$ cat config.mk
export PLATFORM = sky130hd
export DESIGN_NAME = credit_flow_sender
export DESIGN_NICKNAME = d
export VERILOG_FILES = /design/src/rtl/cfs_pkg.sv /design/src/rtl/cfs_front.sv /design/src/rtl/cfs_queue.sv /design/src/rtl/cfs_back.sv /design/src/rtl/credit_flow_sender.sv
export VERILOG_INCLUDE_DIRS = /design/src /design/src/rtl
export SDC_FILE = /design/constraint.sdc
export NUM_CORES = 1
export LEC_CHECK = 0
export ABC_AREA = 1
export BUFFER_PORTS_ARGS = -buffer_cell sky130_fd_sc_hd__buf_2
export CAP_MARGIN = 20
export CORE_MARGIN = 3
export CORE_UTILIZATION = 40
export DETAILED_ROUTE_END_ITERATION = 16
export GPL_ROUTABILITY_DRIVEN = 0
export SYNTH_ARGS = -nofsm -noshare
export SYNTH_HDL_FRONTEND = slang
export SYNTH_SLANG_ARGS = --single-unit
$ cat constraint.sdc
create_clock -name clk -period 4.67 [get_ports clk]
set_input_delay 0.7005 -clock clk [delete_from_list [all_inputs] [get_ports clk]]
set_output_delay 0.7005 -clock clk [all_outputs]
set_load 0.05 [all_outputs]
$ cat src/rtl/credit_flow_sender_defines.svh
// assertion helpers for the credit flow sender
`ifndef CREDIT_FLOW_SENDER_DEFINES_SVH
`define CREDIT_FLOW_SENDER_DEFINES_SVH

// property that must hold at every clock outside reset
`define CFS_ASSERT(label, prop, msg) \
  label: assert property (@(posedge clk) disable iff (rst) prop) else $error(msg);

// condition that must never be seen outside reset
`define CFS_NEVER(label, cond, msg) \
  label: assert property (@(posedge clk) disable iff (rst) !(cond)) else $error(msg);

`endif

$ cat src/rtl/cfs_pkg.sv
package cfs_pkg;

  // transaction kinds
  typedef enum logic [1:0] {
    OP_BUF_READY = 2'd0,
    OP_TICK      = 2'd1,
    OP_GRANT     = 2'd2,
    OP_START     = 2'd3
  } cfs_op_t;

  // configuration register indexes
  localparam logic [1:0] REG_UNIT_IS_BYTES = 2'd0;
  localparam logic [1:0] REG_LOSS_POLICY   = 2'd1;
  localparam logic [1:0] REG_WAIT_LIMIT    = 2'd2;

  // loss policy codes
  localparam logic [1:0] POLICY_IGNORE  = 2'd0;
  localparam logic [1:0] POLICY_RESTORE = 2'd1;
  localparam logic [1:0] POLICY_RESEND  = 2'd2;

  localparam int unsigned END_MARK_BYTES  = 2;
  localparam int unsigned HEADER_SLACK    = 2;
  localparam int unsigned QUEUE_DEPTH_DEF = 2;

  localparam logic [15:0] FRAME_EXTRA = 16'(END_MARK_BYTES + HEADER_SLACK);

  // one classified transaction between front and back
  typedef struct packed {
    cfs_op_t     op;
    logic [31:0] now_time;
    logic [15:0] frame_size;
    logic [15:0] credit_amount;
  } cfs_item_t;

  typedef struct packed {
    logic      valid;
    cfs_item_t item;
  } cfs_slot_t;

endpackage

$ cat src/rtl/cfs_front.sv
module cfs_front (
  input  logic             valid,
  output logic             stall,
  input  logic [1:0]       action,
  input  logic [31:0]      now_time,
  input  logic [15:0]      buf_size,
  input  logic [15:0]      credit_amount,
  input  logic             q_full,
  output cfs_pkg::cfs_slot_t push
);
  import cfs_pkg::*;

  cfs_op_t op;

  // every 2-bit action code maps onto one transaction kind
  assign op = cfs_op_t'(action);

  assign stall = q_full;

  always_comb begin
    push.valid              = valid && !q_full;
    push.item.op            = op;
    push.item.now_time      = now_time;
    // frame size wraps modulo 2^16
    push.item.frame_size    = buf_size + FRAME_EXTRA;
    push.item.credit_amount = credit_amount;
  end

endmodule

$ cat src/rtl/cfs_queue.sv
module cfs_queue #(
  parameter int unsigned DEPTH = cfs_pkg::QUEUE_DEPTH_DEF
) (
  input  logic               clk,
  input  logic               rst,
  input  cfs_pkg::cfs_slot_t push,
  input  logic               pop,
  output logic               full,
  output cfs_pkg::cfs_slot_t head
);
  import cfs_pkg::*;

  localparam int unsigned PW = (DEPTH > 1) ? $clog2(DEPTH) : 1;
  localparam int unsigned CW = $clog2(DEPTH + 1);
  localparam logic [PW-1:0] LAST = PW'(DEPTH - 1);
  localparam logic [CW-1:0] FULL_COUNT = CW'(DEPTH);

  cfs_item_t     entries [DEPTH];
  logic [PW-1:0] wr_ptr;
  logic [PW-1:0] rd_ptr;
  logic [CW-1:0] count;
  logic          do_push;
  logic          do_pop;

  assign full    = (count == FULL_COUNT);
  assign do_push = push.valid && !full;
  assign do_pop  = pop && (count != '0);

  always_ff @(posedge clk) begin
    if (do_push) begin
      entries[wr_ptr] <= push.item;
    end
  end

  always_ff @(posedge clk) begin
    if (rst) begin
      wr_ptr <= '0;
      rd_ptr <= '0;
      count  <= '0;
    end else begin
      if (do_push) begin
        wr_ptr <= (wr_ptr == LAST) ? '0 : wr_ptr + 1'b1;
      end
      if (do_pop) begin
        rd_ptr <= (rd_ptr == LAST) ? '0 : rd_ptr + 1'b1;
      end
      if (do_push && !do_pop) begin
        count <= count + 1'b1;
      end else if (do_pop && !do_push) begin
        count <= count - 1'b1;
      end
    end
  end

  always_comb begin
    head.valid = (count != '0);
    head.item  = entries[rd_ptr];
  end

endmodule

$ cat src/rtl/cfs_back.sv
module cfs_back (
  input  logic                clk,
  input  logic                rst,
  input  logic                wr_en,
  input  logic [1:0]          wr_index,
  input  logic [31:0]         wr_data,
  input  cfs_pkg::cfs_slot_t  head,
  output logic                pop,
  output logic                out_valid,
  input  logic                out_stall,
  output logic                sent,
  output logic [8:0]          seq_word,
  output logic [15:0]         frame_size,
  output logic signed [31:0]  credit_left,
  output logic                timed_out,
  output logic                abandoned,
  output logic                resend_request,
  output logic [31:0]         timeout_total
);
  import cfs_pkg::*;

  // configuration
  logic        unit_is_bytes;
  logic [1:0]  timeout_action;
  logic [31:0] wait_limit;

  // sender state
  logic [31:0] credit, credit_next;
  logic [7:0]  reply_index, reply_index_next;
  logic        first_pending, first_pending_next;
  logic [31:0] last_send_time, last_send_time_next;
  logic [31:0] last_grant_time, last_grant_time_next;
  logic [31:0] grant_history [4];
  logic [31:0] timeout_count, timeout_count_next;
  logic        shift_history;

  // result of the current transaction
  logic        r_sent, r_timed_out, r_abandoned, r_resend;
  logic [8:0]  r_seq;
  logic [15:0] r_size;
  logic [31:0] age;
  cfs_item_t   it;

  assign it  = head.item;
  assign pop = head.valid && (!out_valid || !out_stall);
  assign age = it.now_time - last_send_time;

  always_ff @(posedge clk) begin
    if (rst) begin
      unit_is_bytes  <= 1'b0;
      timeout_action <= POLICY_IGNORE;
      wait_limit     <= '0;
    end else if (wr_en) begin
      unique case (wr_index)
        REG_UNIT_IS_BYTES: unit_is_bytes  <= wr_data[0];
        REG_LOSS_POLICY:   timeout_action <= wr_data[1:0];
        REG_WAIT_LIMIT:    wait_limit     <= wr_data;
        default: ;
      endcase
    end
  end

  always_comb begin
    credit_next          = credit;
    reply_index_next     = reply_index;
    first_pending_next   = first_pending;
    last_send_time_next  = last_send_time;
    last_grant_time_next = last_grant_time;
    timeout_count_next   = timeout_count;
    shift_history        = 1'b0;
    r_sent               = 1'b0;
    r_seq                = '0;
    r_size               = '0;
    r_timed_out          = 1'b0;
    r_abandoned          = 1'b0;
    r_resend             = 1'b0;

    unique case (it.op)
      OP_BUF_READY: begin
        // release only while credit is strictly positive
        if (credit != '0 && !credit[31]) begin
          r_sent              = 1'b1;
          r_size              = it.frame_size;
          r_seq               = {first_pending, reply_index};
          first_pending_next  = 1'b0;
          reply_index_next    = reply_index + 8'd1;
          last_send_time_next = it.now_time;
          credit_next = unit_is_bytes ? credit - {16'd0, it.frame_size}
                                      : credit - 32'd1;
        end
      end
      OP_TICK: begin
        if (last_send_time != '0 && !unit_is_bytes && age > wait_limit) begin
          r_timed_out        = 1'b1;
          timeout_count_next = timeout_count + 32'd1;
          shift_history      = 1'b1;
          if (last_grant_time == grant_history[3]) begin
            // no grant over the last four timeouts
            r_abandoned         = 1'b1;
            last_send_time_next = '0;
          end else begin
            case (timeout_action)
              POLICY_IGNORE: last_send_time_next = '0;
              POLICY_RESTORE: begin
                credit_next         = credit + 32'd1;
                last_send_time_next = '0;
              end
              POLICY_RESEND: begin
                credit_next = credit + 32'd1;
                r_resend    = 1'b1;
              end
              default: ;
            endcase
          end
        end
      end
      OP_GRANT: begin
        credit_next          = credit + {16'd0, it.credit_amount};
        last_grant_time_next = it.now_time;
      end
      default: begin
        credit_next         = {16'd0, it.credit_amount};
        reply_index_next    = '0;
        first_pending_next  = 1'b1;
        last_send_time_next = '0;
      end
    endcase
  end

  always_ff @(posedge clk) begin
    if (rst) begin
      credit          <= '0;
      reply_index     <= '0;
      first_pending   <= 1'b1;
      last_send_time  <= '0;
      last_grant_time <= '0;
      grant_history   <= '{default: '0};
      timeout_count   <= '0;
    end else if (pop) begin
      credit          <= credit_next;
      reply_index     <= reply_index_next;
      first_pending   <= first_pending_next;
      last_send_time  <= last_send_time_next;
      last_grant_time <= last_grant_time_next;
      timeout_count   <= timeout_count_next;
      if (shift_history) begin
        grant_history[3] <= grant_history[2];
        grant_history[2] <= grant_history[1];
        grant_history[1] <= grant_history[0];
        grant_history[0] <= last_grant_time;
      end
    end
  end

  always_ff @(posedge clk) begin
    if (rst) begin
      out_valid <= 1'b0;
    end else if (pop) begin
      out_valid <= 1'b1;
    end else if (!out_stall) begin
      out_valid <= 1'b0;
    end
  end

  always_ff @(posedge clk) begin
    if (pop) begin
      sent           <= r_sent;
      seq_word       <= r_seq;
      frame_size     <= r_size;
      credit_left    <= credit_next;
      timed_out      <= r_timed_out;
      abandoned      <= r_abandoned;
      resend_request <= r_resend;
      timeout_total  <= timeout_count_next;
    end
  end

endmodule

$ cat src/rtl/credit_flow_sender.sv
// credit flow sender: releases ready buffers against a signed credit, charging one
// frame or the frame's bytes per release; when counting frames it checks on each
// periodic tick whether credit came back within wait_limit ticks of the last send,
// applying the loss policy or abandoning when four timeouts saw no new grant. every
// input transaction gives exactly one result transaction. one transaction per cycle
// is sustained while the output is not stalled: an accepted input is written into
// the queue, and the back unit pops it, updates all sender state and registers the
// result. a short queue between the classifying front and the back unit absorbs
// output stalls, so the input only stalls once the queue is full.
`include "credit_flow_sender_defines.svh"

module credit_flow_sender #(
  parameter int unsigned QUEUE_DEPTH = cfs_pkg::QUEUE_DEPTH_DEF
) (
  input  logic               clk,
  input  logic               rst,
  // configuration writes
  input  logic               wr_en,
  input  logic [1:0]         wr_index,
  input  logic [31:0]        wr_data,
  // input transactions
  input  logic               in_valid,
  output logic               in_stall,
  input  logic [1:0]         action,
  input  logic [31:0]        now_time,
  input  logic [15:0]        buf_size,
  input  logic [15:0]        credit_amount,
  // result transactions
  output logic               out_valid,
  input  logic               out_stall,
  output logic               sent,
  output logic [8:0]         seq_word,
  output logic [15:0]        frame_size,
  output logic signed [31:0] credit_left,
  output logic               timed_out,
  output logic               abandoned,
  output logic               resend_request,
  output logic [31:0]        timeout_total
);
  import cfs_pkg::*;

  cfs_slot_t push;
  cfs_slot_t head;
  logic      q_full;
  logic      pop;

  // front: classify the action and precompute the frame size
  cfs_front u_front (
    .valid         (in_valid),
    .stall         (in_stall),
    .action        (action),
    .now_time      (now_time),
    .buf_size      (buf_size),
    .credit_amount (credit_amount),
    .q_full        (q_full),
    .push          (push)
  );

  // decoupling queue between front and back
  cfs_queue #(
    .DEPTH (QUEUE_DEPTH)
  ) u_queue (
    .clk  (clk),
    .rst  (rst),
    .push (push),
    .pop  (pop),
    .full (q_full),
    .head (head)
  );

  // back: sender state, timeout handling and the output register
  cfs_back u_back (
    .clk            (clk),
    .rst            (rst),
    .wr_en          (wr_en),
    .wr_index       (wr_index),
    .wr_data        (wr_data),
    .head           (head),
    .pop            (pop),
    .out_valid      (out_valid),
    .out_stall      (out_stall),
    .sent           (sent),
    .seq_word       (seq_word),
    .frame_size     (frame_size),
    .credit_left    (credit_left),
    .timed_out      (timed_out),
    .abandoned      (abandoned),
    .resend_request (resend_request),
    .timeout_total  (timeout_total)
  );

  // abandon and resend only come out of a detected timeout
  `CFS_ASSERT(a_outcome_needs_timeout,
              out_valid && (abandoned || resend_request) |-> timed_out,
              "abandon or resend without timeout")
  // a release and a timeout never share one result
  `CFS_NEVER(a_sent_vs_timeout,
             out_valid && sent && (timed_out || abandoned),
             "release and timeout in one result")
  // a held result must not be overwritten from the queue
  `CFS_NEVER(a_no_pop_while_held,
             out_valid && out_stall && pop,
             "queue popped while result stalled")

endmodule
# Word level (Yosys, flattened, before mapping)
# Memories as Yosys holds them, arrays and structs flattened. A register that Yosys moved wholly into a read port is not among the register bits.
# Cells that the tools add are included.
dict set report word_totals {
  mem_bits_ro 0
  reg_bits 398
  ramBits 132
  latchBits 0
  memories 1
  word_cells 124
  out_inout_bits 95
}
dict set report classes {
  n_mul 0
  n_div 0
  magnitude_cmp 1
  n_addsub 12
  shifts 0
  bitwise_logic 4
  n_mux 32
  reduce_logical 37
  n_eq_ne 12
}
# name words word_bits read_ports rd_clocked_by_memory_dff write_ports line
set memory_table {}
lappend memory_table {u_queue.entries 2 66 1 1 1 cfs_queue.sv:18} ;# cfs_item_t entries [DEPTH];
# operator count
set op_table {}
lappend op_table {{2-to-1 mux 32 bit} 11}
lappend op_table {{one-hot mux 32 bit (3 select lines)} 2}
lappend op_table {{adder 32 x 1 -> 32 bit (second input constant)} 2}
lappend op_table {{nonzero test 32 bit} 2}
lappend op_table {{adder 32 x 16 -> 32 bit} 1}
lappend op_table {{== test 32 bit} 1}
lappend op_table {{> comparator 32 bit} 1}
lappend op_table {{subtractor 32 x 1 -> 32 bit (second input constant)} 1}
lappend op_table {{subtractor 32 x 16 -> 32 bit} 1}
lappend op_table {{subtractor 32 bit} 1}
lappend op_table {{adder 16 x 3 -> 16 bit (second input constant)} 1}
lappend op_table {{one-hot mux 8 bit (2 select lines)} 1}
lappend op_table {{2-to-1 mux 1 bit} 14}
lappend op_table {{AND reduction 2 bit} 7}
lappend op_table {{logical AND 1 bit} 9}
lappend op_table {{adder 8 x 1 -> 8 bit (second input constant)} 1}
lappend op_table {{== test 2 bit (second input constant)} 4}
lappend op_table {{2-to-1 mux 8 bit} 1}
lappend op_table {{logical NOT 1 bit} 7}
lappend op_table {{== test 2 x 1 -> 1 bit (second input constant)} 3}
lappend op_table {{logical NOT 2 bit} 3}
lappend op_table {{inequality test 2 x 1 -> 1 bit (second input constant)} 3}
lappend op_table {{OR reduction 2 bit} 3}
lappend op_table {{AND reduction 5 bit} 1}
lappend op_table {{other kinds (11)} 17}

# Longest topological paths before layout
dict set report logic_depth {
  word_depth 8
  ltp_mapped 35
}

# By module
# From an unflattened synthesis, not the netlist that was laid out.
dict set report hier_totals {
  hier_cells 3804
  hier_area_um2 29688.5
}
# module area_per_inst_um2 seq_area_each_um2 n_inst cells_each
set modules_own_cells {}
lappend modules_own_cells {cfs_back 23805.3 8818.5 1 3446}
lappend modules_own_cells {cfs_queue 5163.7 4063.9 1 242}
lappend modules_own_cells {cfs_front 719.4 0.0 1 116}

# Least setup slack after synthesis
# OpenSTA, ideal clock, no wires.
dict set report synth_path {
  kind {register to register}
  start {reg (tool-made name)}
  end {reg u_back.credit[22]}
  path_stages_with_launch 32
  setup_slack_ns 0.038
  t_arrival_ns 4.370
  required_time_ns 4.408
  cell_sequence {dfxtp_1 > buf_2 > inv_1 > clkbuf_1 > or2_2 > o21ai_0 > inv_1 > ha_1 > a21oi_1 > nand2_1 > a21oi_1 > o21bai_1 > nand3_1 > nand3_1 > nand2_1 > o211ai_1 > a21oi_1 > inv_1 > nand2_1 > nand2_1 > ha_1 > nand2_1 > nor2_1 > nor3b_2 > nand3b_1 > nand3_2 > clkbuf_1 > nand2_1 > nand3_1 > nand2_1 > nand2_1 > a21oi_1}
}
# element line
set synth_lines {}
lappend synth_lines {{end signal, assigned} cfs_back.sv:140} ;# credit <= credit_next;
lappend synth_lines {{end, declared} cfs_back.sv:28} ;# logic [31:0] credit, credit_next;

==> flow_summary.yaml <==
clock_network:
  clk_pin_slew_worst_paths_ns: 0.06
  cts_tree: "done"
  cts.sink_count: 531
  clk_latency_ns: 0.63
  cts_root_buf: "clkbuf_16"
  hold_buffers: 0
  clock_tree.buffer_depth: 3
  htree_num_levels: 2
  cts_buffers: 57
synthesis:
  seq_area_frac_synth_pct: 44.4
  synth_compound_area_share_pct: 13.6
  ys_ff_latch: 531
  synth_nets: 4076
  yosysUniqueCellTypes: 58
  synth_ff_type: "dfxtp_1"
  async_flop_share_pct: 0
  synth-simple-area-share_pct: 25.5
  synthAdderAreaFrac_pct: 4.91
  synth_xor_area_share_pct: 3.66
  synth_top_family_by_area: "simple AND/OR/NAND/NOR gates"
  syn_area_um2: 29000
  avgSynthCellArea_um2: 7.51
  yosys_warnings: 0
  netlist_instances: 3859
  synth_mux_area_share_pct: 0.104
  synth-edff-count: 225
global_routing:
  grt_pass1_vias: 24000
  grtUsageTotal_pct: 22.3
  grt.overflow.total: 0
  grt_start_max_net_pins: 100
  antenna_found_initial: 6
  grt_pass1_wl_mm: 133
setup_path:
  critPathKind: "register to register"
  cp-end-kind: "register"
  cp.required_ns: 5.01
  path_common_cell: "nand2_1"
  crit_path_top_delay_cell: "dfxtp_4"
  crit_path_max_incr_delay_ns: 0.41
  cp.arrival_ns: 5.16
  r2r_cells: 31
  setup.worst_path.start_class: "register"
  crit_path_max_fanout: 7
sta:
  layout_min_cycle_time_ns: 4.82
  finalWorstSetupSlack_ns: -0.152
  finalHoldViolCount: 0
  setup_violations: 184
  finClkSkew_ns: 0.0194
  rsz0062_at_grt: "true"
  fmax_mhz: 207
  period_share_pct: 103
  worst_pin_slew_ns: 0.986
  report.final.slew_viol_count: 0
  slew-limit-headroom_pct: 33.5
floorplan:
  row_count: 98
  fp.dieW_um: 275
  core_area_um2: 71600
  dieArea_um2: 75700
  boundaryPins: 200
  start_util_pct: 40.5
  fp.dieH_um: 275
hold_path:
  hold_depth: 1
  hold_class: "input port to register"
place:
  numPortBuffers: 199
  dpl.hpwl_mm: 63.1
route:
  drt_wl_total_mm: 93.3
  m1WireLength_mm: 40.6
  ant_nets: 0
  vias_per_cell: 5.14
  wl_per_cell_um: 17.9
  drt-pass1-iter-count: 6
  drc: 0
  top_layer_used: "met5"
  drtIter0Drc: 2003
  dr_wl_met2_mm: 44.8
  route.met3.wl_mm: 4.62
  vias: 26800
flow_run:
  maxCapViolCount: 0
status:
  violations: "setup timing"
  outcome: "finished, violations left"
cells_and_area:
  finalNetCount: 4421
  n_fill_cell: 6827
  seq_area_um2: 12900
  multi_input_comb_area_um2: 15500
  drive_above_1_share_pct: 23.6
  syn_to_final_growth_pct: 27.3
  postLayoutCoreUtil_pct: 51.5
power:
  p_leak_nw: 16.1
  ir_drop_uv: 422
  powerDensity_nw_per_um2: 832
  report.power.total_w: 0.0307
-- cell usage after synthesis, drive strengths merged (53+ instances only) --
cell	n	area share, %
a21oi	278	4.9
buf	72	1.3
clkbuf	93	1.2
dfxtp	306	21
edfxtp	225	23
ha	109	4.7
inv	398	5.2
nand2	864	11
nand3	164	2.9
nor2	572	7.6
o21ai	430	7.5
or2	53	1.1
xnor2	55	1.7
xor2	66	2.0
-- cells by family (layout without fill, tap and decap cells) --
logic type / count (synthesis) / after routing
other cells: 0 / 5
flops: 531 / 531
fa+ha+maj: 112 / 112
compound gates: 753 / 753
mux: 3 / 3
xor+xnor: 121 / 121
buf+inv: 570 / 964
simple gates: 1769 / 1769
-- routing by layer --
layer,up-vias,track usage [%]
met5,-,0
met4,2,7.48
met3,190,2.76
met2,773,38.2
met1,12500,29.0
li1,13400,-
-- cell type report --
| class | count | area share (%) |
|---|---|---|
| well taps | 950 | 3.22 |
| repair inverters | 2 | 0.0475 |
| repair buffers | 449 | 10.2 |
| multi-input cells | 2758 | 42.1 |
| flip-flops and latches | 531 | 34.9 |
| clock buffers | 79 | 4.34 |
| diodes | 5 | 0.0339 |
| clock inverters | 29 | 0.827 |
| inverters | 405 | 4.31 |
-- path summary, 6_finish.rpt --
kind	slack [ns]	to	start
max	-0.15	u_back.timeout_total[26]	register
min	0.26	u_queue.entries[0][64]	action[0]
max reg2reg	-0.15	u_back.timeout_total[26]	register
min reg2reg	0.46	u_back.reply_index[7]	u_back.reply_index[7]
-- power breakdown --
group | switching (W) | total [W] | internal [W]
combinational | 0.0114 | 0.0185 | 0.00713
sequential | 0.00107 | 0.00762 | 0.00655
clock | 0.00196 | 0.00460 | 0.00264
-- per-stage QoR --
| step | setup WS [ns] | cell area [µm²] | std cells | TNS (ns) | hold slack (ns) |
|---|---|---|---|---|---|
| 2_1_floorplan | 0.0378 | 29000 | 3859 | 0 | 0.426 |
| 3_3_place_gp | -0.304 | 31900 | 5002 | -52.24 | 0.435 |
| 3_5_place_dp | -0.346 | 31900 | 5002 | -58.96 | 0.446 |
| 4_1_cts | 0.00259 | 34200 | 5120 | 0 | 0.224 |
| 5_1_grt | -0.403 | 36900 | 5205 | -74.13 | 0.230 |
| 6_report | -0.152 | 36900 | 5208 | -8.61 | 0.258 |
-- critical path: cells and delay by family, from the launching register on --
family	cells	cell delay, ns
adder cells (fa/ha/maj)	2	0.54
flip-flops	1	0.41
buffers and inverters	9	0.99
AND/OR/NAND/NOR	12	1.45
AO/OA/AOI/OAI	8	1.12
-- state kept, by name (all words and copies together), names as in the netlist, 8 cells and up, named ones only --
signal and count:
u_back.credit 32, u_back.credit_left 32, u_back.frame_size 16, u_back.grant_history 128, u_back.last_grant_time 32, u_back.last_send_time 32
u_back.reply_index 8, u_back.seq_word 9, u_back.timeout_count 32, u_back.timeout_total 32, u_back.wait_limit 32, u_queue.entries 132
-- cell usage in the layout (no fill, tap or decap), types with 49 or more instances in the layout --
master | netlist | final
edfxtp_1 | 225 | 225
clkbuf_16 | 0 | 82
xnor2_1 | 55 | 55
o21ai_1 | 14 | 81
xor2_1 | 66 | 51
nor2_1 | 563 | 495
o21ai_2 | 7 | 100
nand2_1 | 854 | 805
buf_4 | 5 | 174
nor2_2 | 6 | 49
inv_1 | 384 | 350
a21oi_1 | 269 | 232
dfxtp_1 | 306 | 305
nand3_1 | 162 | 154
o21ai_0 | 409 | 238
ha_1 | 109 | 87
buf_2 | 56 | 199
-- timing repair --
| action | 4_1_cts | 5_1_grt |
|---|---|---|
| endpoints found under the setup margin | 288 | 291 |
| buffers inserted | 9 | 48 |
| pin swaps | 11 | 104 |
| gates resized for setup | 68 | 592 |
| gates cloned | 1 | 39 |
| endpoints found under the hold margin | 0 | 0 |
Note: power is estimated with default switching activity, not from simulation.
